`src/sv/gcc_pkg.sv`:
```
// ----------------------------------------------------------------------------
// gcc_pkg
// Shared types and constants for the global constraint checker: mode codes,
// controller states and the command and status groups between the
// controller and the datapath.
// ----------------------------------------------------------------------------
package gcc_pkg;

	localparam int MAX_DISTINCT_DEF = 64;
	localparam int VALUE_BITS_DEF   = 32;
	localparam int COUNT_OUT_W      = 7;
	localparam int ITEMS_W          = 16;
	localparam int MODE_W           = 2;

	typedef logic [MODE_W-1:0] mode_t;

	localparam mode_t MODE_ALLDIFF = 2'd0;
	localparam mode_t MODE_SUM     = 2'd1;
	localparam mode_t MODE_NVALUES = 2'd2;

	typedef enum logic [1:0] {
		ST_IDLE,
		ST_SCAN,
		ST_REPORT
	} state_t;

	// Commands from the controller to the datapath.
	typedef struct packed {
		logic load;      // capture an accepted item
		logic scan_rd;   // read the next stored value and advance the index
		logic mark_dup;  // the item matched a stored value
		logic insert;    // add the item to the set store
		logic accum;     // add the item to the running sum
		logic report;    // load the result register and clear the tuple
	} cmd_t;

	// Status from the datapath to the controller.
	typedef struct packed {
		logic needs_set;   // the held item goes through the set store
		logic match;       // the value read last cycle equals the held item
		logic scan_more;   // stored entries remain to be read
		logic rd_pending;  // a read issued last cycle returns now
		logic last;        // the held item closes the tuple
		logic out_free;    // the result register can take a new result
	} status_t;

endpackage

```
`src/sv/gcc_ram.sv`:
```
// ----------------------------------------------------------------------------
// gcc_ram
// Generic single-write, single-read RAM with a registered read port.
// ----------------------------------------------------------------------------
module gcc_ram #(
	parameter int WIDTH = 32,
	parameter int DEPTH = 64
) (
	input  logic                     clk,
	input  logic                     we,
	input  logic [$clog2(DEPTH)-1:0] waddr,
	input  logic [WIDTH-1:0]         wdata,
	input  logic                     re,
	input  logic [$clog2(DEPTH)-1:0] raddr,
	output logic [WIDTH-1:0]         rdata
);

	logic [WIDTH-1:0] mem_q [DEPTH];

	always_ff @(posedge clk) begin
		if (we) begin
			mem_q[waddr] <= wdata;
		end
		if (re) begin
			rdata <= mem_q[raddr];
		end
	end

endmodule

```
`src/sv/gcc_dp.sv`:
```
// ----------------------------------------------------------------------------
// gcc_dp
// Datapath: holds the current item, the set store with its fill count, the
// running sum and tuple flags, the mode register and the result register.
// ----------------------------------------------------------------------------
module gcc_dp #(
	parameter int MAX_DISTINCT = gcc_pkg::MAX_DISTINCT_DEF,
	parameter int VALUE_BITS   = gcc_pkg::VALUE_BITS_DEF
) (
	input  logic                                clk,
	input  logic                                arst_n,
	input  gcc_pkg::cmd_t                       cmd,
	output gcc_pkg::status_t                    st,
	input  logic signed [VALUE_BITS-1:0]        value,
	input  logic                                last,
	input  logic                                cfg_we,
	input  logic [gcc_pkg::MODE_W-1:0]          cfg_wdata,
	output logic                                out_valid,
	input  logic                                out_ready,
	output logic                                satisfied,
	output logic [gcc_pkg::COUNT_OUT_W-1:0]     distinct_count,
	output logic                                malformed,
	output logic                                capacity_exceeded
);
	import gcc_pkg::*;

	localparam int AW   = $clog2(MAX_DISTINCT);
	localparam int CW   = $clog2(MAX_DISTINCT + 1);
	localparam int CMPW = (CW > VALUE_BITS) ? CW : VALUE_BITS;
	localparam logic [CW-1:0]      COUNT_MAX = CW'(MAX_DISTINCT);
	localparam logic [ITEMS_W-1:0] ITEMS_SAT = '1;

	logic [VALUE_BITS-1:0] value_q;
	logic                  last_q;
	logic [ITEMS_W-1:0]    items_q;
	logic [CW-1:0]         count_q;
	logic [CW-1:0]         idx_q;
	logic [VALUE_BITS-1:0] sum_q;
	logic                  dup_q;
	logic                  ovf_q;
	mode_t                 mode_q;
	logic                  rd_v_s1;
	logic [VALUE_BITS-1:0] rdata;
	logic                  mem_we;

	logic res_sat;
	logic res_bad;

	assign mem_we = cmd.insert && (count_q != COUNT_MAX);

	gcc_ram #(
		.WIDTH(VALUE_BITS),
		.DEPTH(MAX_DISTINCT)
	) u_seen (
		.clk   (clk),
		.we    (mem_we),
		.waddr (count_q[AW-1:0]),
		.wdata (value_q),
		.re    (cmd.scan_rd),
		.raddr (idx_q[AW-1:0]),
		.rdata (rdata)
	);

	always_ff @(posedge clk or negedge arst_n) begin
		if (!arst_n) begin
			mode_q <= MODE_ALLDIFF;
		end else if (cfg_we) begin
			mode_q <= cfg_wdata;
		end
	end

	always_ff @(posedge clk) begin
		if (cmd.load) begin
			value_q <= value;
			last_q  <= last;
		end
	end

	always_ff @(posedge clk or negedge arst_n) begin
		if (!arst_n) begin
			items_q <= '0;
			count_q <= '0;
			idx_q   <= '0;
			sum_q   <= '0;
			dup_q   <= 1'b0;
			ovf_q   <= 1'b0;
			rd_v_s1 <= 1'b0;
		end else begin
			rd_v_s1 <= cmd.scan_rd;
			if (cmd.load) begin
				idx_q <= '0;
				if (items_q != ITEMS_SAT) begin
					items_q <= items_q + 1'b1;
				end
			end else if (cmd.scan_rd) begin
				idx_q <= idx_q + 1'b1;
			end
			if (cmd.mark_dup) begin
				dup_q <= 1'b1;
			end
			if (cmd.insert) begin
				if (count_q != COUNT_MAX) begin
					count_q <= count_q + 1'b1;
				end else begin
					ovf_q <= 1'b1;
				end
			end
			if (cmd.accum) begin
				sum_q <= sum_q + value_q;
			end
			if (cmd.report) begin
				items_q <= '0;
				count_q <= '0;
				sum_q   <= '0;
				dup_q   <= 1'b0;
				ovf_q   <= 1'b0;
			end
		end
	end

	always_comb begin
		res_sat = 1'b0;
		res_bad = 1'b0;
		case (mode_q)
			MODE_ALLDIFF: begin
				res_sat = !dup_q;
			end
			MODE_SUM: begin
				res_bad = (items_q < ITEMS_W'(2));
				res_sat = !res_bad && (sum_q == value_q);
			end
			MODE_NVALUES: begin
				res_bad = (items_q < ITEMS_W'(2)) || value_q[VALUE_BITS-1]
					|| (value_q == '0);
				res_sat = !res_bad && (CMPW'(count_q) == CMPW'(value_q));
			end
			default: begin
				res_sat = 1'b0;
			end
		endcase
		if (ovf_q) begin
			res_sat = 1'b0;
		end
	end

	always_ff @(posedge clk or negedge arst_n) begin
		if (!arst_n) begin
			out_valid <= 1'b0;
		end else if (cmd.report) begin
			out_valid <= 1'b1;
		end else if (out_ready) begin
			out_valid <= 1'b0;
		end
	end

	always_ff @(posedge clk) begin
		if (cmd.report) begin
			satisfied         <= res_sat;
			distinct_count    <= COUNT_OUT_W'(count_q);
			malformed         <= res_bad;
			capacity_exceeded <= ovf_q;
		end
	end

	assign st.needs_set  = !last_q || (mode_q == MODE_ALLDIFF);
	assign st.match      = rd_v_s1 && (rdata == value_q);
	assign st.scan_more  = (idx_q < count_q);
	assign st.rd_pending = rd_v_s1;
	assign st.last       = last_q;
	assign st.out_free   = !out_valid || out_ready;

	// The fill count never passes the store depth.
	a_count_bound: assert property (@(posedge clk) disable iff (!arst_n)
		count_q <= COUNT_MAX)
		else $error("set store count beyond its depth");

	// Inserting into a full store marks the tuple as overflowed.
	a_overflow_set: assert property (@(posedge clk) disable iff (!arst_n)
		cmd.insert && !cmd.report && (count_q == COUNT_MAX) |=> ovf_q)
		else $error("full store insert did not set overflow");

	// A report leaves an empty tuple behind.
	a_report_clears: assert property (@(posedge clk) disable iff (!arst_n)
		cmd.report |=> (count_q == '0) && (items_q == '0) && !dup_q && !ovf_q)
		else $error("tuple state not cleared after report");

	// Reads never run past the filled part of the store.
	a_read_in_range: assert property (@(posedge clk) disable iff (!arst_n)
		cmd.scan_rd |-> (idx_q < count_q))
		else $error("store read beyond fill count");

endmodule

```
`config.mk`:
```
export PLATFORM = sky130hd
export DESIGN_NAME = gcc_dp
export DESIGN_NICKNAME = d
export VERILOG_FILES = /design/src/sv/gcc_pkg.sv /design/src/sv/gcc_ram.sv /design/src/sv/gcc_dp.sv
export SDC_FILE = /design/constraint.sdc
export NUM_CORES = 2
export LEC_CHECK = 0
export BUFFER_PORTS_ARGS = -buffer_cell sky130_fd_sc_hd__buf_2
export CAP_MARGIN = 15
export CELL_PAD_IN_SITES_DETAIL_PLACEMENT = 0
export CELL_PAD_IN_SITES_GLOBAL_PLACEMENT = 1
export CORE_MARGIN = 5
export CORE_UTILIZATION = 55
export CTS_CLUSTER_DIAMETER = 30
export DETAILED_ROUTE_END_ITERATION = 10
export PLACE_DENSITY = 0.76
export SKIP_CTS_REPAIR_TIMING = 1
export SKIP_LAST_GASP = 1
export SLEW_MARGIN = 25
export SYNTH_ARGS = -nofsm -noshare
export SYNTH_HDL_FRONTEND = slang
export SYNTH_HIERARCHICAL = 1
export SYNTH_SLANG_ARGS = --single-unit
```
`constraint.sdc`:
```
create_clock -name clk -period 5.6 [get_ports clk]
set_input_delay 1.4 -clock clk [delete_from_list [all_inputs] [get_ports clk]]
set_output_delay 1.4 -clock clk [all_outputs]
set_load 0.02 [all_outputs]
```
Word level (Yosys, flattened, before mapping)
Memory sizes are Yosys's and may differ from the RTL's. A register that Yosys moved wholly into a read port is not among the register bits.
Cells that the tools add are included.
Cells by class
  add/sub/neg operators: 4
  magnitude comparators: 2
  eq/ne operators: 8
  mux-type cells: 21
  reductions and logical operators: 26
Operators by type and width (number)
  $eq 32x32->1: 2
  $mux 32: 2
  $mux 16: 3
  $mux 7: 5
  $add 32x32->32: 1
  $eq 7x32->1: 1
  $logic_not 32->1: 1
  $add 16x1->16 const B: 1
  $lt 16x2->1 const B: 1
  $ne 16x16->1 const B: 1
  $reduce_bool 2->1: 8
  $add 7x1->7 const B: 2
  $mux 1: 9
  $lt 7x7->1: 1
  $ne 7x7->1 const B: 1
  $reduce_and 2->1: 3
  $logic_not 1->1: 5
  $logic_and 1x1->1: 4
  $logic_or 1x1->1: 4
  $pmux 1 s3: 1
  $eq 2x1->1 const B: 1
  $eq 2x2->1 const B: 1
  $logic_not 2->1: 1
  $ne 2x2->1 const B: 1
  $pmux 1 s2: 1
Word-level totals
  register bits: 111
  bits in writable memories: 2048
  bits of input ports: 45
  output and inout bits: 17
  word-level logic and storage cells: 77
  memories: 1
Memory list
  u_seen.mem_q: depth 64, bits a word 32, rd ports 1, clocked after Yosys merged registers in 1, wr ports 1, line gcc_ram.sv:18  | logic [WIDTH-1:0] mem_q [DEPTH];

Depth between registers and ports, before layout
  depth in word-level cells: 6
  mapped depth: 10
  depth with buffers taken out: 10

Modules after synthesis
Netlist, hierarchy kept.
By module, submodules not included
  gcc_ram: instances 1, cells each 3324, area each 78835.6 µm², sequential area each 62459.9 µm²
  gcc_dp: instances 1, cells each 687, area each 6942.9 µm², sequential area each 2992.9 µm²

Worst setup path before layout
Ideal clock, no wire load.
  kind: input-to-reg
  start point: input port cmd[2] in the netlist's numbering
  end point: memory u_seen.mem_q[49][0], enable pin
  library setup time: 0.461 ns
  arrival: 4.429 ns
  data required time: 5.139 ns
  path slack: 0.711 ns
  cell stages on the path: 4
  path buffers: 0
  cell sequence: nor2b_1 nor2b_1 nand4_1 nor3_1
Between the ends
  longest elaborated chain between the ends: 3
Ends and longest elaborated chain
  start, declared: line gcc_dp.sv:12  | input gcc_pkg::cmd_t cmd,
  $logic_and 1x1->1: line gcc_dp.sv:49  | assign mem_we = cmd.insert && (count_q != COUNT_MAX);
  $mux 1: line gcc_ram.sv:21  | if (we) begin
  $mux 1 (not written as such): line gcc_ram.sv:22  | mem_q[waddr] <= wdata;
  end, declared: line gcc_ram.sv:18
Every way passes these cells.

==> metrics.txt <==
Post-Layout Cell Count=6835; die area=0.164 mm^2; worst-path fanout max=40; Seq/Total Area, Yosys=76.3%; pre-CTS setup slack=975 ps; vias in the first global route=45500; drt first pass iters=5; RSZ-0062 raised after global routing=no; FF+latch count, synth=2191; Clock Latency Late Sink=990 ps; Core Area=0.156 mm^2; final setup fails=0; Net Count, Synth=4102; CP Capture Type=primary output; final hold vios=0; final wirelength=233000 um; Int Power=35.7 mW; grt ovf=0; kind of start point of the critical path=flop; skew final=78.1 ps; vias per inst=6.63; Max-Cap Viols=0; worst min-delay path class=in2async; Syn Area/Cell=21.4 um^2; Psw=10.1 mW; register clock-pin slew on the reported worst setup and hold paths=40 ps; Switching Share=22.1%; Syn Std Cell Area=0.0858 mm^2; first-pass GRT wire length=332000 um; status=finished clean; hold_ws=463 ps; I/O Buffers=61; clock root buffer master=clkbuf_16; Starting Density=55.1%; DRC viols=0; RD Place Congestion=0.836; Syn. warnings=6; Clock Sinks=2191; Crit Path Category=reg2out; CTS tree=built; Top Ports=62; Worst-Margin Slew=1130 ps; Die Wd=405 um; Setup TNS Final=0 ps; combinational cell fraction of total power=6.1%; Cell Rows=145; Synth Instances=4011; WP data arrival=3250 ps; layout cell share with drive strength beyond 1=32.0%; Vias=45300; Final min period=4650 ps; Layout area overhead=20.6%; Post-synth EDFFs=2123; gr usage total=28.7%; Final WS setup=952 ps; Critical path origin=value_q[0]; per-cell routed wire length=34.0 um; CTS H-tree depth=5; Async SR Flop Fraction=3.10%; initial antenna violation count=12; Final Cycle Share=83.0%; largest net degree at the start of global routing=125; max-slew violations=0; Leak=33.4 nW; Top FF cell, synth=edfxtp_1; maximum VDD drop=0.312 mV; worst reg2reg startpoint=count_q[4]; DP HPWL=125000 um; nets@finish=4540; Total Power=45.8 mW; relative slew slack=24.4%; placed insts=6092; remaining antenna violation count=0; Max Freq=215 MHz; DRT iter0 DRCs=6376; TritonCTS Buffers=413; Max Root-Sink Buffers=4; post-layout util=66.4%; Area after DPL=0.0895 mm^2; worst endpoint required time=4200 ps; register share of total power=40.3%; Die Height=405 um; Clk pwr share=53.7%; post-route cell area=0.103 mm^2; post-synth cell types=78; Power per Cell Area=443 mW/mm^2
## cells in the final DEF (no fill, tap or decap), types with 7 or more instances in the layout
| cell type | instances |
|---|---|
| nor4_1 | 25 |
| nand4_1 | 18 |
| nand3b_1 | 7 |
| o211ai_1 | 7 |
| mux4_2 | 544 |
| clkinv_2 | 55 |
| nand2_1 | 68 |
| clkinv_1 | 35 |
| o22ai_1 | 84 |
| a21o_1 | 16 |
| nor3_1 | 13 |
| o21ai_0 | 18 |
| clkinv_4 | 30 |
| inv_6 | 31 |
| nor2_4 | 62 |
| a21oi_1 | 104 |
| o21bai_1 | 9 |
| buf_2 | 60 |
| xnor2_1 | 30 |
| nor2b_1 | 21 |
| inv_1 | 23 |
| o221ai_1 | 27 |
| edfxtp_1 | 2123 |
| or3_1 | 12 |
| clkbuf_16 | 421 |
| and3_1 | 15 |
| dfrtp_1 | 64 |
| buf_12 | 10 |
| ha_1 | 45 |
| nand3_1 | 22 |
| a311oi_1 | 8 |
| bufinv_16 | 56 |
| buf_4 | 157 |
| nand2b_1 | 14 |
| clkinvlp_4 | 58 |
| nor2_1 | 151 |
| a22oi_1 | 12 |
| mux2i_1 | 113 |
| clkbuf_1 | 46 |
| xor2_1 | 51 |
## cells by family after synthesis
kind of cell,count (synthesis),share of synthesized area [%]
AOI/OAI and AO/OA,340,2.66
xor gates and xnor gates,81,0.827
adders and majority gates,46,0.680
buffers and inverters,230,1.31
DFF,2191,76.3
muxes,657,15.6
and+or+nand+nor,466,2.62
## layer usage
metal,vias up,share of wire [%],global-route usage [%]
met5,-,0.015,0
met4,6,4.2,11.1
met3,480,11,6.91
met2,3035,47,44.1
met1,23900,38,40.6
li1,17900,-,-
## synthesized netlist by cell type (5+ instances only)
cell type,number,area share (%)
clkbuf_8,5,0.080
nand3b_1,7,0.061
clkbuf_1,90,0.39
buf_2,59,0.34
a21o_1,16,0.14
a311oi_1,8,0.082
nor2_1,214,0.94
a211oi_1,6,0.053
nand3_1,24,0.14
nand2_1,68,0.30
buf_6,5,0.066
a22oi_1,12,0.11
xor2_1,51,0.52
mux2i_1,113,1.3
or3_1,12,0.088
o21ai_0,18,0.11
nand2b_1,15,0.11
o21bai_1,9,0.079
nand4_1,18,0.13
buf_1,21,0.092
edfxtp_1,2123,74
and3_1,15,0.11
nor2b_1,21,0.15
xnor2_1,30,0.31
mux4_2,544,14
o221ai_1,27,0.28
a21oi_1,105,0.61
dfrtp_1,68,2.0
ha_1,45,0.66
inv_1,23,0.10
o211ai_1,7,0.061
o21a_1,5,0.044
nor4_1,26,0.19
buf_4,27,0.24
nor3_1,15,0.088
o22ai_1,84,0.61
## power by group through the flow
stage	logic, mW	clock network (mW)	registers [mW]
2_1_floorplan	1.68	0	18.9
3_3_place_gp	2.72	0	18.8
3_5_place_dp	2.76	0	18.8
4_1_cts	2.78	24.8	18.5
5_1_grt	2.96	25.7	18.4
6_report	2.78	24.6	18.5
## path summary, 6_finish.rpt
check                                            end  slack [ps]  cells past startpoint
max in group asynchronous                   idx_q[0]        4520                      1
worst min register to register             sum_q[30]         480                      1
worst max register to register  u_seen/mem_q[44][19]        1460                      7
worst max-delay path                           st[4]         950                      7
min in group clk                           sum_q[30]         480                      1
worst min-delay path                       sum_q[17]         460                      1
## registers in the layout, summed over array words and instances, names as in the netlist, 2 cells and up
signal / cells
value_q: 32
u_seen/rdata: 32
u_seen/mem_q: 2048
idx_q: 7
items_q: 16
sum_q: 32
mode_q: 2
count_q: 7
distinct_count: 7
## worst max-delay path, cell delays in order, from the launching register on
cell	delay, ps
edfxtp_1	430
buf_4	420
xor2_1	210
nor4_1	440
nand3_1	160
nor4_2	170
buf_4	240
buf_2	190
## final cells by class
class	instances	area, um^2
fillers	9724	52200
well taps	2058	2570
repair buffers	230	1710
clock inverters	271	3150
flip-flops and latches	2191	65500
diodes	4	10.0
clock buffers	468	10700
inverters	23	86.3
multi-input cells	1590	19700
Note: power is estimated with default switching activity, not from simulation.
